<file path="config.mk">
export PLATFORM = sky130hd
export DESIGN_NAME = load_cell_balance_averager
export DESIGN_NICKNAME = d
export VERILOG_FILES = /design/src/design/lcba_pkg.sv /design/src/design/lcba_ram.sv /design/src/design/lcba_div.sv /design/src/design/lcba_axis.sv /design/src/design/load_cell_balance_averager.sv
export VERILOG_INCLUDE_DIRS = /design/src /design/src/design
export SDC_FILE = /design/constraint.sdc
export NUM_CORES = 1
export LEC_CHECK = 0
export BUFFER_PORTS_ARGS = -buffer_cell sky130_fd_sc_hd__buf_2
export CAP_MARGIN = 15
export CORE_MARGIN = 1.5
export CORE_UTILIZATION = 40
export DETAILED_ROUTE_END_ITERATION = 10
export GPL_TIMING_DRIVEN = 0
export HOLD_SLACK_MARGIN = 0.03
export PLACE_DENSITY = 0.61
export RECOVER_POWER = 50
export SLEW_MARGIN = 0
export SYNTH_ARGS = -nofsm -noshare
export SYNTH_HDL_FRONTEND = slang
export SYNTH_SLANG_ARGS = --single-unit
</file>
<file path="constraint.sdc">
create_clock -name clock -period 7.95 [get_ports clock]
set_input_delay 0.795 -clock clock [delete_from_list [all_inputs] [get_ports clock]]
set_output_delay 0.795 -clock clock [all_outputs]
set_load 0.02 [all_outputs]
</file>
<file path="src/design/load_cell_balance_averager_macros.svh">
// Assertion macros for the load cell balance averager.
// Included by the top level; needs nothing else.
`ifndef LOAD_CELL_BALANCE_AVERAGER_MACROS_SVH
`define LOAD_CELL_BALANCE_AVERAGER_MACROS_SVH

// Checks a condition at every clock edge outside reset.
`define LCBA_ASSERT_ALWAYS(label, clk, rst, cond, msg) \
   label: assert property (@(posedge clk) disable iff (rst) (cond)) else $error(msg);

// Checks that a condition holds in the cycle after a trigger.
`define LCBA_ASSERT_NEXT(label, clk, rst, ante, cons, msg) \
   label: assert property (@(posedge clk) disable iff (rst) (ante) |=> (cons)) \
      else $error(msg);

`endif

</file>
<file path="src/design/lcba_pkg.sv">
// Shared types and constants of the load cell balance averager.
// Depends on nothing; imported by every module of the block except the RAM.
`default_nettype none

package lcba_pkg;

   // Ratio format: signed Q1.13 (13 fraction bits in 15), magnitudes never above one.
   localparam int RATIO_W    = 15;
   localparam int FRAC_SHIFT = 13;
   localparam int RATIO_MAX  = 1 << FRAC_SHIFT;
   // Quotient bits of every division: magnitudes reach RATIO_MAX itself.
   localparam int QUO_W      = FRAC_SHIFT + 1;

   // Output field widths.
   localparam int TOTAL_W = 18;
   localparam int PAIR_W  = 17;

   // Sequencer states, one-hot.
   typedef enum logic [2:0] {
      ST_IDLE  = 3'b001,
      ST_RATIO = 3'b010,
      ST_AVG   = 3'b100
   } state_type;

   // Commands from the sequencer to each axis.
   typedef struct packed {
      logic load;    // new item: read the oldest entry, start the ratio division
      logic commit;  // ratio done: update history and sum, start the average division
   } axis_ctrl_type;

endpackage

`default_nettype wire

</file>
<file path="src/design/lcba_ram.sv">
// Generic single-write, single-read RAM with a registered read port.
// Depends on nothing.
`default_nettype none

module lcba_ram #(
   parameter int WIDTH = 15,
   parameter int DEPTH = 10,
   parameter int ADDR_W = (DEPTH > 1) ? $clog2(DEPTH) : 1
) (
   input  wire logic              clock,
   input  wire logic              wr_en,
   input  wire logic [ADDR_W-1:0] wr_addr,
   input  wire logic [WIDTH-1:0]  wr_data,
   input  wire logic              rd_en,
   input  wire logic [ADDR_W-1:0] rd_addr,
   output logic      [WIDTH-1:0]  rd_data
);

   logic [WIDTH-1:0] mem_ff [DEPTH];

   // Write port.
   always_ff @(posedge clock) begin
      if (wr_en) begin
         mem_ff[wr_addr] <= wr_data;
      end
   end

   // Registered read port; the data holds until the next read.
   always_ff @(posedge clock) begin
      if (rd_en) begin
         rd_data <= mem_ff[rd_addr];
      end
   end

endmodule

`default_nettype wire

</file>
<file path="src/design/lcba_div.sv">
// Restoring divider, one quotient bit per cycle, QUO_W bits per division.
// Depends on lcba_pkg. The dividend must be below the divisor times 2**QUO_W.
`default_nettype none

module lcba_div #(
   parameter int DVD_W = 30,
   parameter int DVS_W = 18
) (
   input  wire logic                       clock,
   input  wire logic                       reset,
   input  wire logic                       start,
   input  wire logic [DVD_W-1:0]           dividend,
   input  wire logic [DVS_W-1:0]           divisor,
   output logic                            busy,
   output logic [lcba_pkg::QUO_W-1:0]      quotient
);
   import lcba_pkg::*;

   localparam int CNT_W = $clog2(QUO_W + 1);

   logic [DVS_W-1:0] rem_ff, rem_in;
   logic [DVS_W-1:0] dvs_ff;
   logic [QUO_W-1:0] quo_ff, quo_in;
   logic [CNT_W-1:0] cnt_ff, cnt_in;
   logic             busy_ff, busy_in;
   logic [DVS_W:0]   trial;
   logic             fits;

   // One step: shift the next dividend bit into the remainder and try a subtract.
   assign trial = {rem_ff, quo_ff[QUO_W-1]};
   assign fits  = (trial >= {1'b0, dvs_ff});

   always_comb begin
      rem_in  = rem_ff;
      quo_in  = quo_ff;
      cnt_in  = cnt_ff;
      busy_in = busy_ff;
      if (start) begin
         // The high dividend bits are already below the divisor.
         rem_in  = DVS_W'(dividend >> QUO_W);
         quo_in  = dividend[QUO_W-1:0];
         cnt_in  = CNT_W'(QUO_W);
         busy_in = 1'b1;
      end else if (busy_ff) begin
         rem_in = fits ? DVS_W'(trial - {1'b0, dvs_ff}) : DVS_W'(trial);
         quo_in = {quo_ff[QUO_W-2:0], fits};
         cnt_in = cnt_ff - 1'b1;
         if (cnt_ff == CNT_W'(1)) begin
            busy_in = 1'b0;
         end
      end
   end

   always_ff @(posedge clock) begin
      if (reset) begin
         busy_ff <= 1'b0;
         cnt_ff  <= '0;
      end else begin
         busy_ff <= busy_in;
         cnt_ff  <= cnt_in;
      end
   end

   // Datapath registers need no reset.
   always_ff @(posedge clock) begin
      rem_ff <= rem_in;
      quo_ff <= quo_in;
      if (start) begin
         dvs_ff <= divisor;
      end
   end

   assign busy     = busy_ff;
   assign quotient = quo_ff;

endmodule

`default_nettype wire

</file>
<file path="src/design/lcba_axis.sv">
// One balance axis: ratio division, history RAM, running sum and average division.
// Depends on lcba_pkg, lcba_div and lcba_ram.
`default_nettype none

module lcba_axis #(
   parameter int WINDOW      = 10,
   parameter int SAMPLE_BITS = 16
) (
   input  wire logic                               clock,
   input  wire logic                               reset,
   input  wire lcba_pkg::axis_ctrl_type            ctrl,
   input  wire logic                               ratio_neg,
   input  wire logic [SAMPLE_BITS+lcba_pkg::QUO_W-1:0] ratio_dividend,
   input  wire logic [SAMPLE_BITS+1:0]             total,
   input  wire logic                               zero,
   output logic                                    busy,
   output logic signed [lcba_pkg::RATIO_W-1:0]     ratio_avg
);
   import lcba_pkg::*;

   localparam int SLOT_W = (WINDOW > 1) ? $clog2(WINDOW) : 1;
   localparam int FILL_W = $clog2(WINDOW + 1);
   localparam int MAG_W  = $clog2(RATIO_MAX * WINDOW + 1);
   localparam int SUM_W  = MAG_W + 1;
   localparam int RDVD_W = SAMPLE_BITS + QUO_W;
   localparam int TOT_W  = SAMPLE_BITS + 2;
   localparam int DVD_W  = (RDVD_W > MAG_W) ? RDVD_W : MAG_W;
   localparam int DVS_W  = (TOT_W > FILL_W) ? TOT_W : FILL_W;

   logic signed [SUM_W-1:0]   sum_ff, sum_in;
   logic signed [SUM_W:0]     sum_wide;
   logic [FILL_W-1:0]         fill_ff, fill_in;
   logic [SLOT_W-1:0]         slot_ff, slot_in;
   logic                      neg_ff;
   logic                      full;
   logic [RATIO_W-1:0]        old_entry;
   logic [QUO_W-1:0]          quo;
   logic signed [RATIO_W-1:0] quo_ext;
   logic signed [RATIO_W-1:0] ratio;
   logic [MAG_W-1:0]          sum_mag;
   logic                      div_start;
   logic [DVD_W-1:0]          div_dividend;
   logic [DVS_W-1:0]          div_divisor;

   // History of ratios, read at the write slot when an item arrives.
   lcba_ram #(
      .WIDTH(RATIO_W),
      .DEPTH(WINDOW)
   ) u_hist (
      .clock  (clock),
      .wr_en  (ctrl.commit),
      .wr_addr(slot_ff),
      .wr_data(ratio),
      .rd_en  (ctrl.load),
      .rd_addr(slot_ff),
      .rd_data(old_entry)
   );

   // Signed quotient of whichever division last ran.
   assign quo_ext = RATIO_W'({1'b0, quo});
   assign ratio   = zero ? '0 : (neg_ff ? -quo_ext : quo_ext);

   // Running sum: drop the oldest entry once the window is full, add the new ratio.
   assign full     = (fill_ff == FILL_W'(WINDOW));
   assign sum_wide = (SUM_W+1)'(sum_ff) + (SUM_W+1)'(ratio)
                   - (full ? (SUM_W+1)'($signed(old_entry)) : '0);
   assign sum_in   = SUM_W'(sum_wide);
   assign fill_in  = full ? fill_ff : fill_ff + 1'b1;
   assign slot_in  = (slot_ff == SLOT_W'(WINDOW - 1)) ? '0 : slot_ff + 1'b1;
   assign sum_mag  = MAG_W'(sum_in[SUM_W-1] ? -sum_in : sum_in);

   // The divider serves the ratio first and the average second.
   assign div_start    = ctrl.load | ctrl.commit;
   assign div_dividend = ctrl.load ? DVD_W'(ratio_dividend) : DVD_W'(sum_mag);
   assign div_divisor  = ctrl.load ? DVS_W'(total) : DVS_W'(fill_in);

   lcba_div #(
      .DVD_W(DVD_W),
      .DVS_W(DVS_W)
   ) u_div (
      .clock   (clock),
      .reset   (reset),
      .start   (div_start),
      .dividend(div_dividend),
      .divisor (div_divisor),
      .busy    (busy),
      .quotient(quo)
   );

   always_ff @(posedge clock) begin
      if (reset) begin
         sum_ff  <= '0;
         fill_ff <= '0;
         slot_ff <= '0;
      end else if (ctrl.commit) begin
         sum_ff  <= sum_in;
         fill_ff <= fill_in;
         slot_ff <= slot_in;
      end
   end

   // Sign of the running division: ratio sign first, then the sum sign.
   always_ff @(posedge clock) begin
      if (ctrl.load) begin
         neg_ff <= ratio_neg;
      end else if (ctrl.commit) begin
         neg_ff <= sum_in[SUM_W-1];
      end
   end

   assign ratio_avg = neg_ff ? -quo_ext : quo_ext;

endmodule

`default_nettype wire

</file>
<file path="src/design/load_cell_balance_averager.sv">
// Load cell balance averager: four cell readings in, sums and smoothed balance out.
// Handshake on both channels: an item moves at a clock edge with valid high and
// stall low. One request item gives exactly one response item.
// Each item forms the total, right pair (cells 0+1) and left pair (cells 2+3)
// sums and two balance ratios in signed Q1.13, each truncated toward zero. The X
// ratio is averaged over X_WINDOW items and the Y ratio over Y_WINDOW items,
// dividing by the items seen so far until the window is full. A zero total
// gives ratios of zero and sets zero_total.
// A new item is taken only once the previous one has left the sequencer: the X
// and Y axes each run one divider twice, once for the ratio and once for the
// average, reading the history RAM as the ratio division starts and writing
// it as the average division starts. req_stall is high while an item is at work.
// A finished item waits in the output register while rsp_stall is high; the
// next item may already be accepted, and its result waits until the register
// is taken. Synchronous reset clears the sums, fill counts and ring slots.
`default_nettype none
`include "load_cell_balance_averager_macros.svh"

module load_cell_balance_averager #(
   parameter int X_WINDOW    = 10,
   parameter int Y_WINDOW    = 5,
   parameter int SAMPLE_BITS = 16
) (
   input  wire logic                                  clock,
   input  wire logic                                  reset,
   input  wire logic                                  req_valid,
   output logic                                       req_stall,
   input  wire logic [SAMPLE_BITS-1:0]                req_cell0_weight,
   input  wire logic [SAMPLE_BITS-1:0]                req_cell1_weight,
   input  wire logic [SAMPLE_BITS-1:0]                req_cell2_weight,
   input  wire logic [SAMPLE_BITS-1:0]                req_cell3_weight,
   output logic                                       rsp_valid,
   input  wire logic                                  rsp_stall,
   output logic [lcba_pkg::TOTAL_W-1:0]               rsp_total_weight,
   output logic [lcba_pkg::PAIR_W-1:0]                rsp_right_weight,
   output logic [lcba_pkg::PAIR_W-1:0]                rsp_left_weight,
   output logic signed [lcba_pkg::RATIO_W-1:0]        rsp_x_ratio_avg,
   output logic signed [lcba_pkg::RATIO_W-1:0]        rsp_y_ratio_avg,
   output logic                                       rsp_zero_total
);
   import lcba_pkg::*;

   localparam int TOT_W  = SAMPLE_BITS + 2;
   localparam int MAGN_W = SAMPLE_BITS + 1;
   localparam int RDVD_W = SAMPLE_BITS + QUO_W;

   state_type                 state_ff, state_in;
   logic                      req_accept;
   logic                      rsp_free;
   logic                      rsp_load;
   logic                      rsp_valid_ff;
   axis_ctrl_type             ctrl;
   logic                      x_busy, y_busy;
   logic signed [RATIO_W-1:0] x_avg, y_avg;

   logic [TOT_W-1:0]          c0, c1, c2, c3;
   logic [TOT_W-1:0]          total, right_sum, left_sum;
   logic signed [TOT_W-1:0]   x_num, y_num;
   logic [MAGN_W-1:0]         x_mag, y_mag;
   logic [RDVD_W-1:0]         x_dvd, y_dvd;

   logic [TOT_W-1:0]          total_ff, right_ff, left_ff;
   logic                      zero_ff;

   assign req_accept = req_valid & ~req_stall;
   assign req_stall  = (state_ff != ST_IDLE);
   assign rsp_free   = ~rsp_valid_ff | ~rsp_stall;

   // Cell sums and balance numerators straight from the incoming item.
   assign c0        = TOT_W'(req_cell0_weight);
   assign c1        = TOT_W'(req_cell1_weight);
   assign c2        = TOT_W'(req_cell2_weight);
   assign c3        = TOT_W'(req_cell3_weight);
   assign right_sum = c0 + c1;
   assign left_sum  = c2 + c3;
   assign total     = right_sum + left_sum;
   assign x_num     = $signed(c2 + c0) - $signed(c1 + c3);
   assign y_num     = $signed(left_sum) - $signed(right_sum);
   assign x_mag     = MAGN_W'(x_num[TOT_W-1] ? -x_num : x_num);
   assign y_mag     = MAGN_W'(y_num[TOT_W-1] ? -y_num : y_num);
   assign x_dvd     = {x_mag, {FRAC_SHIFT{1'b0}}};
   assign y_dvd     = {y_mag, {FRAC_SHIFT{1'b0}}};

   // Sequencer: ratio divisions, then history update and average divisions.
   always_comb begin
      state_in    = state_ff;
      ctrl.load   = 1'b0;
      ctrl.commit = 1'b0;
      rsp_load    = 1'b0;
      case (state_ff)
         ST_IDLE: begin
            if (req_accept) begin
               ctrl.load = 1'b1;
               state_in  = ST_RATIO;
            end
         end
         ST_RATIO: begin
            if (!x_busy && !y_busy) begin
               ctrl.commit = 1'b1;
               state_in    = ST_AVG;
            end
         end
         ST_AVG: begin
            if (!x_busy && !y_busy && rsp_free) begin
               rsp_load = 1'b1;
               state_in = ST_IDLE;
            end
         end
         default: begin
            state_in = ST_IDLE;
         end
      endcase
   end

   always_ff @(posedge clock) begin
      if (reset) begin
         state_ff <= ST_IDLE;
      end else begin
         state_ff <= state_in;
      end
   end

   // Sums of the item at work.
   always_ff @(posedge clock) begin
      if (req_accept) begin
         total_ff <= total;
         right_ff <= right_sum;
         left_ff  <= left_sum;
         zero_ff  <= (total == '0);
      end
   end

   lcba_axis #(
      .WINDOW     (X_WINDOW),
      .SAMPLE_BITS(SAMPLE_BITS)
   ) u_x_axis (
      .clock         (clock),
      .reset         (reset),
      .ctrl          (ctrl),
      .ratio_neg     (x_num[TOT_W-1]),
      .ratio_dividend(x_dvd),
      .total         (total),
      .zero          (zero_ff),
      .busy          (x_busy),
      .ratio_avg     (x_avg)
   );

   lcba_axis #(
      .WINDOW     (Y_WINDOW),
      .SAMPLE_BITS(SAMPLE_BITS)
   ) u_y_axis (
      .clock         (clock),
      .reset         (reset),
      .ctrl          (ctrl),
      .ratio_neg     (y_num[TOT_W-1]),
      .ratio_dividend(y_dvd),
      .total         (total),
      .zero          (zero_ff),
      .busy          (y_busy),
      .ratio_avg     (y_avg)
   );

   // Output register.
   always_ff @(posedge clock) begin
      if (reset) begin
         rsp_valid_ff <= 1'b0;
      end else if (rsp_load) begin
         rsp_valid_ff <= 1'b1;
      end else if (!rsp_stall) begin
         rsp_valid_ff <= 1'b0;
      end
   end

   always_ff @(posedge clock) begin
      if (rsp_load) begin
         rsp_total_weight <= TOTAL_W'(total_ff);
         rsp_right_weight <= PAIR_W'(right_ff);
         rsp_left_weight  <= PAIR_W'(left_ff);
         rsp_x_ratio_avg  <= x_avg;
         rsp_y_ratio_avg  <= y_avg;
         rsp_zero_total   <= zero_ff;
      end
   end

   assign rsp_valid = rsp_valid_ff;

   // Checks on the sequencer and the two axes.
   `LCBA_ASSERT_NEXT(a_accept_starts, clock, reset, req_accept, state_ff == ST_RATIO, "accepted item did not start the ratio divisions")
   `LCBA_ASSERT_ALWAYS(a_axes_lockstep, clock, reset, x_busy == y_busy, "X and Y dividers out of step")
   `LCBA_ASSERT_ALWAYS(a_idle_not_busy, clock, reset, !(state_ff == ST_IDLE && x_busy), "divider busy while idle")
   `LCBA_ASSERT_NEXT(a_load_valid, clock, reset, rsp_load, rsp_valid_ff, "loaded result not shown as valid")

endmodule

`default_nettype wire
</file>
Yosys cells after proc, flatten, opt, wreduce, memory -nomap -nowiden
Memory sizes are Yosys's and may differ from the RTL's. A register that Yosys moved wholly into a read port is not among the register bits.
Index checks and enable logic that the tools add are counted.
{ "word_totals": {"regBits": 301, "ram_bits": 225, "in_bits": 68, "wordCells": 157, "memories": 2} }
{ "mem_list": {"columns": ["memory", "words", "word_bits", "read_ports", "rd_ports_with_merged_regs", "wr", "line", "text"], "rows": [
  ["u_x_axis.u_hist.mem_ff", 10, 15, 1, 1, 1, "lcba_ram.sv:19", "logic [WIDTH-1:0] mem_ff [DEPTH];"],
  ["u_y_axis.u_hist.mem_ff", 5, 15, 1, 1, 1, "lcba_ram.sv:19", null]
]} }
{ "classes": {"addsub": 27, "order_cmp": 2, "n_eq_ne": 14, "muxes": 58, "n_bitwise": 6, "n_reduce_logical": 10} }
{ "op_table": {"columns": ["operator", "count"], "rows": [
  ["2-to-1 mux 14 bit", 6],
  ["2-to-1 mux 16 bit", 5],
  ["adder 16 x 16 -> 17 bit", 4],
  ["2-to-1 mux 17 bit", 4],
  ["2-to-1 mux 15 bit", 4],
  ["2-to-1 mux 30 bit", 2],
  ["negation 14 -> 15 bit", 4],
  ["2-to-1 mux 18 bit", 3],
  ["subtractor 18 bit", 3],
  ["negation 17 bit", 3],
  ["greater-or-equal comparator 19 x 18 -> 1 bit", 2],
  ["subtractor 17 x 17 -> 18 bit", 2],
  ["2-to-1 mux 4 bit", 7],
  ["2-to-1 mux 1 bit", 20],
  ["adder 17 x 17 -> 18 bit", 1],
  ["adder 18 x 15 -> 18 bit", 1],
  ["logical NOT 18 bit", 1],
  ["2-to-1 mux 3 bit", 6],
  ["adder 17 x 15 -> 17 bit", 1],
  ["subtractor 17 bit", 1],
  ["negation 16 bit", 1],
  ["== test 3 bit, second input constant", 3],
  ["case mux 3 bit (3 select lines)", 1],
  ["adder 4 x 1 -> 4 bit, second input constant", 2],
  ["other kinds (17)", 30]
]} }

Depth between registers and ports, before layout
{ "logic_depth": {"ltp_word": 9, "ltp_mapped": 22, "ltp_nobuf": 22} }

Modules after synthesis
From an unflattened synthesis, not the netlist that was laid out.
{ "hier_totals": {"hier_cells": 3045, "area_unflattened_um2": 33762.4} }
{ "modules_own_cells": {"columns": ["module", "n_inst", "cells_per_inst", "area_each_um2", "seq_area_each_um2"], "rows": [
  ["load_cell_balance_averager", 1, 862, 9480.3, 4164.0],
  ["lcba_div", 2, 302, 3235.6, 1581.5],
  ["lcba_ram at u_x_axis.u_hist", 1, 335, 6406.1, 4954.8],
  ["lcba_axis at u_x_axis", 1, 559, 4045.1, 550.5],
  ["lcba_axis at u_y_axis", 1, 503, 3811.2, 490.5],
  ["lcba_ram at u_y_axis.u_hist", 1, 182, 3548.4, 2702.6]
]} }

Least setup slack after synthesis
Ideal clock, no wire load.
{ "synth_path": {"kind": "in2reg", "startpoint": "input req_cell2_weight[0]", "endpoint": "register u_y_axis.u_div.rem_ff[15] (data pin)", "setup_ps": 271, "t_arrival_ps": 5012, "setup_slack_ps": 2667, "cell_stages": 21, "path_buffers": 1, "path_cell_list": "ha_1 > fa_1 > a21o_1 > a21oi_1 > o21bai_1 > a21oi_1 > o21bai_1 > a41o_1 > nor2_1 > xnor2_1 > ha_1 > clkbuf_1 > nor4_1 > nor2_1 > mux2_2 > a311oi_1 > and3_1 > nor4bb_1 > a41oi_1 > xnor2_1 > o22ai_1"} }
{ "synth_via": {"elab_chain_len": 6} }
{ "synth_lines": {"columns": ["element", "line", "text"], "rows": [
  ["start: declaration", "load_cell_balance_averager.sv:30", "input wire logic [SAMPLE_BITS-1:0] req_cell2_weight,"],
  ["adder 16 x 16 -> 17 bit (*)", "load_cell_balance_averager.sv:75", "assign left_sum = c2 + c3;"],
  ["named net left_sum[10]", "load_cell_balance_averager.sv:57", "logic [TOT_W-1:0] total, right_sum, left_sum;"],
  ["subtractor 17 x 17 -> 18 bit (*)", "load_cell_balance_averager.sv:78", "assign y_num = $signed(left_sum) - $signed(right_sum);"],
  ["negation 17 bit", "load_cell_balance_averager.sv:80", "assign y_mag = MAGN_W'(y_num[TOT_W-1] ? -y_num : y_num);"],
  ["2-to-1 mux 17 bit (*)", "load_cell_balance_averager.sv:80", null],
  ["2-to-1 mux 30 bit (*)", "lcba_axis.sv:74", "assign div_dividend = ctrl.load ? DVD_W'(ratio_dividend) : DVD_W'(sum_mag);"],
  ["2-to-1 mux 16 bit (*)", "lcba_div.sv:38", "if (start) begin"],
  ["named net u_y_axis.u_div.rem_in[15]", "lcba_div.sv:21", "logic [DVS_W-1:0] rem_ff, rem_in;"],
  ["end signal: assignment", "lcba_div.sv:66", "rem_ff <= rem_in;"],
  ["end: declaration", "lcba_div.sv:21", null]
]} }
The timed path passes the listed nets; every way through them passes the cells marked *.
A chain may end at the register's enable or synchronous reset.

Worst setup path after layout
{ "layout_path": {"startpoint": "input req_cell0_weight[0]", "endpoint": "register u_y_axis.u_div.rem_ff[15] (data pin)"} }
{ "layout_via": {"elab_chain_len": 6} }
{ "layout_lines": {"columns": ["element", "line", "text"], "rows": [
  ["start: declaration", "load_cell_balance_averager.sv:28", "input wire logic [SAMPLE_BITS-1:0] req_cell0_weight,"],
  ["adder 16 x 16 -> 17 bit (*)", "load_cell_balance_averager.sv:74", "assign right_sum = c0 + c1;"],
  ["named net right_sum[10]", "load_cell_balance_averager.sv:57", null],
  ["subtractor 17 x 17 -> 18 bit (*)", "load_cell_balance_averager.sv:78", null],
  ["negation 17 bit", "load_cell_balance_averager.sv:80", null],
  ["2-to-1 mux 17 bit (*)", "load_cell_balance_averager.sv:80", null],
  ["2-to-1 mux 30 bit (*)", "lcba_axis.sv:74", null],
  ["2-to-1 mux 16 bit (*)", "lcba_div.sv:38", null],
  ["named net u_y_axis.u_div.rem_in[15]", "lcba_div.sv:21", null]
]} }
Marks and branches as above.

==> summary.txt <==
Status
  – Outcome: finished, violations left
  – Failing checks: max-capacitance violations, max-slew violations

Worst hold path
  – Hold EP: rsp_right_weight[4]
  – Worst Hold Launch: right_ff[4]
  – Hold WC Path Type: reg -> reg
  – WHS Path Cells: 0

Global routing
  – Total track usage: 20.5%
  – First-pass GRT wire length: 125000 um
  – Pin count of the biggest net entering global routing: 53
  – Initial antenna violation count: 2
  – GRT overflow: 0
  – Vias in the first global route: 21403

Place
  – Final RePlAce weighted congestion: a little under 0.9
  – Final HPWL DP: 60900 um
  – PortBufs: 151
  – Placed insts: 4013
  – Placement Cell Area: 0.0337 mm2

Die
  – Initial Util: 40.4%
  – Placeable Area: 0.0775 mm2
  – Cell row count: 102
  – Die area: 0.0800 mm2
  – Die Y: 283 um
  – I/O pins: about 150
  – Die Width: 283 um

Routing
  – Drt first pass iters: 5
  – Wire per inst: 19.7 um
  – DR iter-0 viols: 1949
  – # DRC: 0
  – Post-route ant nets: 0
  – Routed WL: 81100 um
  – Via-to-Cell Ratio: 5.31
  – Via Count: 21915

Timing
  – Final Hold Vio Count: 0
  – F_max: ~0.16 GHz
  – Tmin final: between 6 and 7 ns
  – Setup TNS: 0 ns
  – Max Slew Vio Count: around 140
  – Clock Skew: 0.0209 ns
  – Tcrit/Tclk final: 80.4%
  – RSZ-0062 raised after global routing: false
  – Max-slew headroom: -119%
  – Worst-Margin Slew: around 3.3 ns
  – Endpoints failing setup: 0

Final layout
  – Sequential cell area: 0.0156 mm2
  – Area grow syn2layout: 13.4%
  – Area of the multi-input gates: roughly 0.014 mm2
  – Final non-filler cell area: 0.0355 mm2
  – Commonest cells after routing, fill and taps aside: edfxtp_1 (475), inv_1 (312), clkbuf_1 (196)
  – Layout cells sized above 1: around 9%
  – Most common cell after layout, fill and taps aside: edfxtp_1
  – Fillers: slightly above 7000
  – Nets@finish: 3348
  – Final std cells w/o fill: 4124

Synth
  – Post-synthesis register bit count: between 500 and 600
  – Post-synthesis sequential area ratio: 49.8%
  – Predominant post-synthesis flop cell: edfxtp_1
  – Synth Cell Area: 0.0313 mm2
  – Mean Syn Cell Area: 11.2 um2
  – Async SR Flop Fraction: 0%
  – Mapped Cells: 2799
  – Synthesized net count: 3111
  – Synth cell types: 86
  – Number of flops mapped to enable cells by yosys: 475
  – Yosys warning count: 0

Pwr
  – PD cells: 353 mW/mm2
  – VDD IR max: 0.203 mV
  – Sequential cell fraction of total power: about 30%
  – Switching share of power: 40.2%
  – Cell internal pwr: approximately 7.5 mW
  – P_sw: approximately 5.0 mW
  – Clock group share of total power: 22.0%
  – Lkg Pwr: 13.5 nW
  – Share of total power in combinational logic: 48.0%

Clock tree
  – Root buffer cell: clkbuf_16
  – Clk buf depth: 3
  – CTS resizes: 0
  – Worst skew pair latency: 0.65 ns
  – CTS tree: yes
  – Clk slew on worst S/H paths: roughly 0.060 ns
  – Max H-tree Level: 2
  – Num CTS Buffers: 60
  – Hold buffer count at CTS: 0
  – Post-CTS Setup Bufs: 0
  – Clk sinks: 542

Worst setup path
  – RR Startpoint: u_x_axis.neg_ff
  – Top delay family on crit path: simple AND/OR/NAND/NOR gates
  – Crit Reg-Reg Endpoint: u_x_axis.u_div.rem_ff[1]
  – Critical path class: in -> reg
  – Worst Path Buf+Inv: 2
  – Slowest stage cell, crit path: nor4_1
  – Setup crit end kind: register
  – Worst path max stage delay: 0.87 ns
  – Crit path cell chain: clkbuf_1 -> ha_1 -> fa_1 -> a21o_1 -> a21oi_1 -> o21bai_1 -> a21oi_1 -> nor2b_1 -> o2111ai_1 -> nand3_1 -> nor2_1 -> xnor2_1 -> ha_1 -> clkbuf_1 -> nor4_1 -> nor2_1 -> mux2_2 -> a311oi_1 -> and3_1 -> nor4bb_1 -> a41oi_1 -> xnor2_1 -> o22ai_1
  – Top fanout value on the critical path: 10
  – R2R depth: 16
  – Worst reg-to-reg setup slack: 2.12 ns
  – CP Data Arrival Time: 6.75 ns
  – Critical path data required time: between 8 and 9 ns
  – Critical Path Source Type: input port

Run
  – Max Cap Violations: 3
==> registers in the layout (all words and copies together), names as in the netlist, 18 cells and up <==
| name | count |
|---|---|
| u_y_axis.u_div.rem_ff | 18 |
| u_x_axis.u_hist.mem_ff | 150 |
| total_ff | 18 |
| u_x_axis.sum_ff | 18 |
| u_y_axis.u_hist.mem_ff | 75 |
| u_x_axis.u_div.dvs_ff | 18 |
| u_x_axis.u_div.rem_ff | 18 |
| rsp_total_weight | 18 |
==> area by class of cell <==
class	instances	area share [%]
timing repair buffer	175	2.58
multi-input combinational	1841	39.9
antenna	2	0.0141
sequential	542	43.9
buffer	101	1.16
clock inverter	27	0.937
inverter	315	3.33
clock buffer	81	4.50
tap	1040	3.66
==> cell families after synthesis <==
family          synth area share [%]
compound gates                  12.3
xor+xnor                        6.12
buf+inv                         5.12
fa+ha+maj                       11.5
flops                           49.8
mux                             4.37
simple gates                    10.8
==> worst max path at each step <==
stage                                   start                        end  depth (start not counted)
after global placement    req_cell0_weight[0]   u_y_axis.u_div.rem_ff[5]                         21
after CTS                 req_cell2_weight[0]  u_y_axis.u_div.rem_ff[15]                         20
after floorplan           req_cell2_weight[0]  u_y_axis.u_div.rem_ff[15]                         21
final                     req_cell0_weight[0]  u_y_axis.u_div.rem_ff[15]                         23
after global routing      req_cell2_weight[0]  u_y_axis.u_div.rem_ff[15]                         22
after detailed placement  req_cell2_weight[0]  u_y_axis.u_div.rem_ff[15]                         20
==> synthesized netlist by cell type (all sizes together), types with 22 or more instances <==
| cell type | number | area [um2] |
|---|---|---|
| o21bai | 23 | 173 |
| nor3 | 50 | 250 |
| nor2 | 162 | 608 |
| a21oi | 190 | 973 |
| xor2 | 85 | 744 |
| o22ai | 27 | 169 |
| a211oi | 38 | 285 |
| nand2 | 174 | 653 |
| mux4 | 32 | 721 |
| clkbuf | 90 | 368 |
| and2 | 34 | 214 |
| and3 | 25 | 156 |
| nand3 | 52 | 260 |
| edfxtp | 475 | 14300 |
| mux2i | 59 | 591 |
| nor4 | 22 | 153 |
| dfxtp | 67 | 1340 |
| inv | 312 | 1170 |
| a21o | 40 | 300 |
| or2 | 33 | 206 |
| nor2b | 47 | 294 |
| o21ai | 123 | 619 |
| ha | 173 | 2160 |
| xnor2 | 134 | 1170 |
| fa | 71 | 1420 |
==> worst register-to-register path, delay by kind of cell (launching register included) <==
| kind | cells | cell delay (ns) |
|---|---|---|
| flip-flops | 1 | 0.45 |
| adder cells (fa/ha/maj) | 2 | 0.91 |
| AND/OR/NAND/NOR | 3 | 1.46 |
| XOR/XNOR | 2 | 0.53 |
| buffers and inverters | 1 | 0.38 |
| AO/OA/AOI/OAI | 8 | 1.84 |
==> per-layer routing <==
layer	vias up	global-route usage, %	wire, um
li1	10523	-	-
met1	10719	30.5	38700
met2	584	31.8	36100
met3	89	2.72	4880
met4	0	4.52	1380
met5	-	0	0
==> through the flow <==
| step | hold slack, ns | total power [mW] | utilization, % | setup slack (ns) |
|---|---|---|---|---|
| CTS | 0.394 | 12.5 | 46.0 | 1.47 |
| floorplan | 0.400 | 8.20 | - | 2.67 |
| finish | 0.415 | 12.5 | 45.9 | 1.56 |
| global placement | 0.401 | 9.67 | 43.1 | 0.843 |
| detailed placement | 0.405 | 9.70 | 43.6 | 0.826 |
| global route | 0.423 | 13.3 | 45.9 | 1.14 |
==> power by group through the flow <==
stage	Sequential (mW)	Combinational, mW	Clock (mW)
after floorplan	3.76	4.44	0
after global placement	3.82	5.86	0
after detailed placement	3.81	5.89	0
after CTS	3.75	5.95	2.81
after global routing	3.78	6.65	2.92
final	3.76	6.01	2.75
No activity file was read; power rests on OpenSTA's default activity.
